===== src/design/ccrlc_pkg.sv =====
// Shared types, constants and round functions for the linear check core.
package ccrlc_pkg;

  localparam int WordBits    = 32;
  localparam int KeyWords    = 8;
  localparam int CfgIdxBits  = 3;
  localparam int OutCntBits  = 40;
  localparam int CountBitsDef = 40;
  // 5 full rounds as 10 half rounds, then one diagonal half a, one diagonal half b
  localparam int NumStages   = 12;
  localparam int StageBits   = 4;

  localparam logic [31:0] Sigma0 = 32'h61707865;
  localparam logic [31:0] Sigma1 = 32'h3320646e;
  localparam logic [31:0] Sigma2 = 32'h79622d32;
  localparam logic [31:0] Sigma3 = 32'h6b206574;

  typedef logic [31:0] word_t;
  typedef word_t [15:0] state_t;

  typedef struct packed {
    logic clear;
    logic pin;
    word_t pre6;
    word_t pre7;
  } side_t;

  function automatic word_t rotl(word_t v, int n);
    rotl = (v << n) | (v >> (32 - n));
  endfunction

  function automatic logic [127:0] half_qr(word_t a, word_t b, word_t c, word_t d,
                                           logic second);
    word_t ta, tb, tc, td;
    ta = a + b;
    td = rotl(d ^ ta, second ? 8 : 16);
    tc = c + td;
    tb = rotl(b ^ tc, second ? 7 : 12);
    half_qr = {ta, tb, tc, td};
  endfunction

  function automatic logic approx(word_t x, word_t y, int p);
    approx = x[p] ^ y[p] ^ (x[p-1] & y[p-1]) ^ (x[p-1] & x[p-2] & y[p-2])
           ^ (y[p-1] & x[p-2] & y[p-2]);
  endfunction

endpackage


===== src/design/ccrlc_cell.sv =====
// One half-round cell of the round chain: column or diagonal, first or second half.
module ccrlc_cell import ccrlc_pkg::*; #(
  parameter int Stage = 0
) (
  input  logic   clk,
  input  logic   rst_n,
  input  logic   adv,
  input  logic   vld_in,
  input  state_t st_in,
  input  side_t  sd_in,
  output logic   vld_out,
  output state_t st_out,
  output side_t  sd_out
);

  localparam logic Diag   = ((Stage / 2) % 2) == 1;
  localparam logic Second = (Stage % 2) == 1;

  logic   vld_r;
  state_t st_r, st_nxt;
  side_t  sd_r, sd_nxt;

  always_comb begin
    st_nxt = st_in;
    sd_nxt = sd_in;
    for (int q = 0; q < 4; q++) begin
      int ia, ib, ic, id;
      logic [127:0] r;
      ia = q;
      ib = Diag ? 4 + ((q + 1) % 4) : 4 + q;
      ic = Diag ? 8 + ((q + 2) % 4) : 8 + q;
      id = Diag ? 12 + ((q + 3) % 4) : 12 + q;
      r = half_qr(st_in[ia], st_in[ib], st_in[ic], st_in[id], Second);
      st_nxt[ia] = r[127:96];
      st_nxt[ib] = r[95:64];
      st_nxt[ic] = r[63:32];
      st_nxt[id] = r[31:0];
    end
    if (Stage == NumStages - 2) begin
      sd_nxt.pin  = st_nxt[1][7] ^ st_nxt[11][12] ^ st_nxt[2][8] ^ st_nxt[9][26];
      sd_nxt.pre6 = st_nxt[6];
      sd_nxt.pre7 = st_nxt[7];
    end
  end

  always_ff @(posedge clk) begin
    if (!rst_n) begin
      vld_r <= 1'b0;
    end else if (adv) begin
      vld_r <= vld_in;
    end
    if (adv) begin
      st_r <= st_nxt;
      sd_r <= sd_nxt;
    end
  end

  assign vld_out = vld_r;
  assign st_out  = st_r;
  assign sd_out  = sd_r;

endmodule


===== config.mk =====
export PLATFORM = sky130hd
export DESIGN_NAME = ccrlc_cell
export DESIGN_NICKNAME = d
export VERILOG_FILES = /design/src/design/ccrlc_pkg.sv /design/src/design/ccrlc_cell.sv
export SDC_FILE = /design/constraint.sdc
export NUM_CORES = 1
export LEC_CHECK = 0
export BUFFER_PORTS_ARGS = -buffer_cell sky130_fd_sc_hd__buf_2
export CORE_AREA = 2 2 447 449
export DETAILED_ROUTE_END_ITERATION = 10
export DIE_AREA = 0 0 449 451
export PLACE_DENSITY = 0.43
export SYNTH_ARGS = -nofsm -noshare
export SYNTH_HDL_FRONTEND = slang
export SYNTH_SLANG_ARGS = --single-unit

===== constraint.sdc =====
create_clock -name clk -period 14.4 [get_ports clk]
set_clock_uncertainty 0.15 [all_clocks]
set_input_delay 4.32 -clock clk [delete_from_list [all_inputs] [get_ports clk]]
set_output_delay 4.32 -clock clk [all_outputs]
set_load 0.01 [all_outputs]

==> flow_summary.yaml, run 1 <==
worst_setup_path:
  reg2reg_depth: 2
  crit_chain: "buf_2 -> ha_1 -> fa_1 -> a211oi_1 -> o21a_1 -> o211ai_1 -> a21o_1 -> a21oi_1 -> o221ai_1 -> a21oi_1 -> xnor2_1 -> xor2_1 -> ha_1 -> a21oi_1 -> o21a_1 -> nand2_1 -> o31ai_1 -> a21oi_1 -> a31oi_1 -> o21bai_1 -> a21oi_1 -> xnor2_1"
  slowest_delay_ns: 0.68
  r2r_start: "vld_out"
  critPathArrivalTime_ns: 10.55
  critPathKind: "in2reg"
  worstPathRequired_ns: 14.68
  crit_top_cell: "a21oi_1"
  rr_endpoint: "vld_out"
  crit_path_top_delay_cell: "o31ai_1"
  cp-endpoint: "st_out[137]"
  cp_max_fo: 6
  crit_path_start_kind: "primary input"
  r2r_slack_ns: 13.66
  endpoint_kind: "flip-flop"
  crit_start: "st_in[0]"
grt:
  grt_max_degree: 105
  grt_usage_pct: 17.0
  grt_pass1_wl_um: 234000
  grt_pass1_vias: 26208
  grt_overflow: 0
  antenna_found_initial: 85
job:
  max_cap_viol_count: 0
final_layout:
  register_area_um2: 17400
  layout.nets: 4613
  layoutNonFillerInstCount: 6528
  fill_cells: 21595
  multiInputGateArea_um2: 14400
  synthToLayoutAreaGrowth_pct: 37.2
  final_layout_size_suffix_gt1_share_pct: 34.7
sta:
  rsz0062_at_grt: "false"
  final-setup-viol-count: 0
  period_share_pct: 71.3
  max_slew_margin_pct: 25.0
  fin_ws_ns: 4.13
  drv_slew: 0
  final.min_clock_period_ns: 10.27
  tightest_slew_ns: 1.12
  final_hold_viol_count: 0
  fmax_mhz: 97.3
  fin_tns_setup_ns: 0
yosys:
  yosysTopAreaCell: "edfxtp_1"
  syn_area_per_cell_um2: 12.6
  ys_warn_count: 0
  async_reset_ff_share_pct: 0
  synth-seq-cells: 579
  syn_nets: 3378
  synthCells: 2540
  synth_ff_type: "edfxtp_1"
  synthTopCellsByCount: "edfxtp_1 (578), xor2_1 (292), ha_1 (248)"
  synth_most_common_cell: "edfxtp_1"
  synth.distinct_cells: 81
  netlist_area_um2: 32100
  yosysTopAreaCellShare_pct: 54.0
  ys_seq_area_share_pct: 54.1
  synth_edf_count: 578
  yosys-top-cells-area: "edfxtp_1 (54%), ha_1 (9.7%), xor2_1 (8.0%), xnor2_1 (4.9%), a21oi_1 (3.0%)"
clock_tree:
  cts_max_level: 3
  path_clk_slew_ns: 0.05
  cts_resized: 0
  cts_tree: "built"
  cts.sinks: 579
  cts.root.buffer_cell: "clkbuf_16"
  clk_latency_ns: 0.68
  numCtsBuffers: 83
  clockBufferDepth: 3
  post_cts_buffers: 0
  postCtsHoldBufs: 0
power:
  p_leak_nw: 18.6
  max-vdd-ir-drop_mv: 0.103
  powerDensity_nw_per_um2: 177
detailed_routing:
  first_pass_iters: 5
  routedWlPerCell_um: 27.5
  drtIter0Drc: 2267
  drcViolationCount: 0
  drt-total-wl_um: 179000
  ant_nets: 0
  vias: 26934
  vias_per_cell: 4.13
outcome:
  status: "finished, final reports clean"
floorplan:
  fp.coreArea_um2: 198000
  ioPinCount: 1161
  fp.dieW_um: 449
  row_count: 164
  die_y_um: 451
  initial_core_util_pct: 16.2
  die_area_um2: 202000
worst_hold_path:
  hold_path.class: "reg2reg"
place:
  dp_slack_ns: 3.14
  io_buffers: 1160
  place_hpwl_um: 153000
  place_congestion: 0.949
  placedCellCount: 6346
through the flow:
stage	utilization [%]	cell area (um^2)	hold WS, ns	power, W
floorplan	-	32100	0.388	0.00419
global placement	20.8	41300	0.351	0.00573
detailed placement	20.8	41300	0.361	0.00572
CTS	22.2	44000	0.375	0.00794
global route	22.2	44000	0.428	0.00820
finish	22.2	44100	0.365	0.00780
flip-flops by register name (all words and copies together), names as in the netlist:
signal,cells
sd_out,66
st_out,512
vld_out,1
critical path, delay by kind of cell:
kind	cells	cell delay, ns
AO/OA/AOI/OAI	14	4.26
XOR/XNOR	3	0.66
adder cells (fa/ha/maj)	3	1.10
buffers and inverters	1	0.10
AND/OR/NAND/NOR	1	0.08
worst min-delay path by stage:
| stage | start | to | slack (ns) | cells past startpoint |
|---|---|---|---|---|
| CTS | vld_out | vld_out | 0.37 | 2 |
| global placement | vld_out | vld_out | 0.35 | 2 |
| detailed placement | vld_out | vld_out | 0.36 | 2 |
| finish | vld_out | vld_out | 0.36 | 2 |
| floorplan | vld_out | vld_out | 0.39 | 2 |
| global route | vld_out | vld_out | 0.43 | 2 |
final cells by class:
cell class / count / share of cell area (%)
multi-input combinational: 1869 / 32.7
inverter: 69 / 0.588
clock inverter: 46 / 1.26
tap: 2656 / 7.54
timing repair buffer: 1173 / 13.4
sequential: 579 / 39.4
clock buffer: 99 / 4.85
antenna: 37 / 0.210
cell usage in the layout (no fill, tap or decap), types with 18 or more instances in the layout:
cell type  Yosys  routed
a211oi_1      31      31
a21o_1       113     113
a21oi_1      194     194
a31oi_1       25      25
and3_1        18      18
buf_2          2    1159
clkbuf_16      0      83
diode_2        0      37
edfxtp_1     578     578
ha_1         248     248
inv_1         69      69
nand2_1      104     104
nand2b_1      27      27
nand3_1       52      52
nor2_1       125     125
nor2b_1       24      24
nor3_1        33      33
o21a_1        35      35
o21ai_0      110     110
o21bai_1      31      31
xnor2_1      179     179
xor2_1       292     292
layer usage:
metal  track usage [%]  vias to the layer above  part of all wire, %
met5                 0                        -                0.060
met4              7.51                       16                  4.5
met3              4.92                      292                  7.8
met2              29.8                     1148                   50
met1              19.1                    13319                   38
li1                  -                    12159                    -
cells by family after synthesis:
| kind of cell | share of synthesized area (%) |
|---|---|
| flip-flops | 54.1 |
| multiplexers | 0.0312 |
| AO/OA/AOI/OAI | 14.5 |
| XOR/XNOR | 13.7 |
| buffers and inverters | 1.08 |
| AND/OR/NAND/NOR | 6.37 |
| adder cells (fa/ha/maj) | 10.2 |
power by group:
part,switching (W),total [W],internal [W]
clock,0.000883,0.00215,0.00127
sequential,0.000170,0.00267,0.00250
combinational,0.00195,0.00298,0.00103
Power figures use the tool's default switching activity.
==> inputs of run 2 (changes only) <==
ABC_AREA = 1   (was unset)
CORE_AREA = 2 2 457 459   (was 2 2 447 449)
DIE_AREA = 0 0 459 461   (was 0 0 449 451)
PLACE_DENSITY = 0.44   (was 0.43)
clock period = 10.1 ns   (was 14.4 ns; I/O delays follow)
==> run 2 against run 1 <==
  * Register-to-register slack worse by 4.4 ns
  * Highest routed layer unchanged
  * Clock power is 33% higher
  * Total power is 45% higher
  * Largest power group unchanged
==> flow_summary.yaml, run 2 <==
detailed_routing:
  routedWlPerCell_um: 28.1
  wl_met3_um: 16300
  drt-total-wl_um: 216000
  drtIter0Drc: 2808
  vias_per_cell: 4.31
  drcViolationCount: 0
  vias: 33268
  wl_met2_um: 104000
  first_pass_iters: 5
  top_layer_used: "met5"
  m1WireLength_um: 89000
  ant_nets: 0
sta:
  fmax_mhz: 118
  final-setup-viol-count: 0
  drv_slew: 0
  fin_ws_ns: 1.65
  final_hold_viol_count: 0
  period_share_pct: 83.7
  fin_tns_setup_ns: 0
  tightest_slew_ns: 1.05
  rsz0062_at_grt: "false"
  max_slew_margin_pct: 29.5
  final.min_clock_period_ns: 8.45
clock_tree:
  cts_tree: "built"
  post_cts_buffers: 0
  clockBufferDepth: 3
  path_clk_slew_ns: 0.06
  numCtsBuffers: 81
  postCtsHoldBufs: 0
  cts.sinks: 579
  clk_latency_ns: 0.66
  cts_max_level: 3
  cts.root.buffer_cell: "clkbuf_16"
  cts_resized: 0
yosys:
  synth-adder-area-share_pct: 9.17
  synth_ff_type: "edfxtp_1"
  synth_xor_area_share_pct: 12.0
  synthCells: 3680
  synth-seq-cells: 579
  synth-compound-area-share_pct: 9.02
  synth_top_family_by_area: "simple AND/OR/NAND/NOR gates"
  ys_warn_count: 0
  synth_most_common_cell: "nand2_1"
  yosys-top-cells-area: "edfxtp_1 (49%), nand2_1 (9.1%), ha_1 (8.7%), xor2_1 (7.7%), inv_1 (4.0%)"
  synth_mux_area_share_pct: 0
  netlist_area_um2: 35600
  synth.distinct_cells: 46
  synthSimpleGateAreaFrac_pct: 16.9
  syn_nets: 4518
  ys_seq_area_share_pct: 48.8
  async_reset_ff_share_pct: 0
  yosysTopAreaCell: "edfxtp_1"
  synthTopCellsByCount: "nand2_1 (865), edfxtp_1 (578), inv_1 (383)"
  synth_edf_count: 578
  syn_area_per_cell_um2: 9.67
  yosysTopAreaCellShare_pct: 48.8
final_layout:
  layout_common_cells: "buf_2 (1,159), nand2_1 (865), edfxtp_1 (578)"
  synthToLayoutAreaGrowth_pct: 33.4
  largest_reg_flops: 512
  final_common_cell: "buf_2"
  final_layout_size_suffix_gt1_share_pct: 26.8
  utilization_pct: 23.0
  layout.nets: 5765
worst_setup_path:
  crit_chain: "buf_2 -> ha_1 -> nand2_1 -> inv_1 -> nand3_1 -> o21ai_2 -> a21boi_1 -> o21ai_0 -> xnor3_1 -> ha_1 -> inv_1 -> fa_1 -> inv_1 -> nand3_1 -> nand2_1 -> a21oi_4 -> o21ai_2 -> nand2_1 -> nand2_1 -> xor2_1 -> xor2_1"
  crit_path_top_delay_cell: "o21ai_0"
  slowest_delay_ns: 0.74
  crit_top_cell: "nand2_1"
  worstPathRequired_ns: 10.37
  critPathKind: "in2reg"
  endpoint_kind: "flip-flop"
  critPathArrivalTime_ns: 8.72
  cp_max_fo: 4
  critPathBufInv: 4
  crit_path_start_kind: "primary input"
  cp_top_family: "XOR/XNOR gates"
power:
  power_frac_comb_pct: 41.3
  p_int_w: 0.00661
  pwr-share-seq_pct: 33.5
  max-vdd-ir-drop_mv: 0.123
  p_sw_w: 0.00473
  p_leak_nw: 21.5
  finalPower_w: 0.0113
  powerDensity_nw_per_um2: 239
  p_clk_share_pct: 25.2
  switching_share_pct: 41.7
grt:
  grt_max_degree: 129
  grt_pass1_wl_um: 281000
  antenna_found_initial: 90
  grt_overflow: 0
  grt_pass1_vias: 32456
  grt_usage_pct: 19.6
place:
  io_buffers: 1160
  place_congestion: 0.974
  dp_slack_ns: 1.06
  place_hpwl_um: 189000
floorplan:
  fp.dieW_um: 459
  fp.coreArea_um2: 206000
  row_count: 167
  initial_core_util_pct: 17.2
  die_y_um: 461
  die_area_um2: 212000
  ioPinCount: 1161
outcome:
  status: "finished, final reports clean"
worst_hold_path:
  hold_path.class: "reg2reg"
job:
  max_cap_viol_count: 0
run 2: cell count changes in the layout (fill, tap and decap cells not counted), sizes merged, moves of 25 or more:
cell,delta
a211oi,-31
a21o,-79
a21oi,+90
inv,+317
nand2,+771
nand3,+127
nor2,+193
o21ai,+31
xnor2,-114
xor2,+25
run 2: tightest hold or removal path, stage by stage (launching register included):
cell and delay [ns]:
dfxtp_1 0.30, o21ai_0 0.15, a21oi_1 0.05
run 2: layer usage:
layer,global-route usage [%],up-vias
met5,0,-
met4,5.80,64
met3,5.15,275
met2,33.6,1510
met1,23.9,16318
li1,-,15101
run 2: final timing paths:
| kind | from | end | slack, ns | depth (start not counted) |
|---|---|---|---|---|
| setup / recovery | st_in[134] | st_out[152] | 1.65 | 21 |
| hold / removal | vld_out | vld_out | 0.40 | 2 |
| setup reg to reg | vld_out | vld_out | 9.28 | 2 |
| hold reg to reg | vld_out | vld_out | 0.40 | 2 |
run 2: final cells by class:
class | instances | area, um^2
antenna | 22 | 55.1
tap | 2704 | 3380
fill | 22702 | 159000
timing repair buffer | 1167 | 5920
sequential | 579 | 17400
clock buffer | 98 | 2110
clock inverter | 47 | 427
multi-input combinational | 2713 | 16700
inverter | 385 | 1450
run 2: metrics by stage:
stage	instance area [um^2]	hold slack, ns	std cells
5_1_grt	47400	0.461	7706
4_1_cts	47400	0.416	7693
6_report	47500	0.404	7715
2_1_floorplan	35600	0.405	3680
3_3_place_gp	44900	0.375	7548
3_5_place_dp	44900	0.403	7548
run 2: cells by family after synthesis:
group | count (synthesis)
xor gates and xnor gates | 421
buffers and inverters | 388
AOI/OAI and AO/OA | 561
DFF | 579
adders and majority gates | 256
and+or+nand+nor | 1475
run 2: power by group through the flow:
stage / clock, W / combinational (W) / sequential [W]
floorplan: 0 / 0.00200 / 0.00405
CTS: 0.00296 / 0.00472 / 0.00381
finish: 0.00285 / 0.00468 / 0.00380
detailed placement: 0 / 0.00469 / 0.00384
global placement: 0 / 0.00473 / 0.00385
global route: 0.00302 / 0.00501 / 0.00385
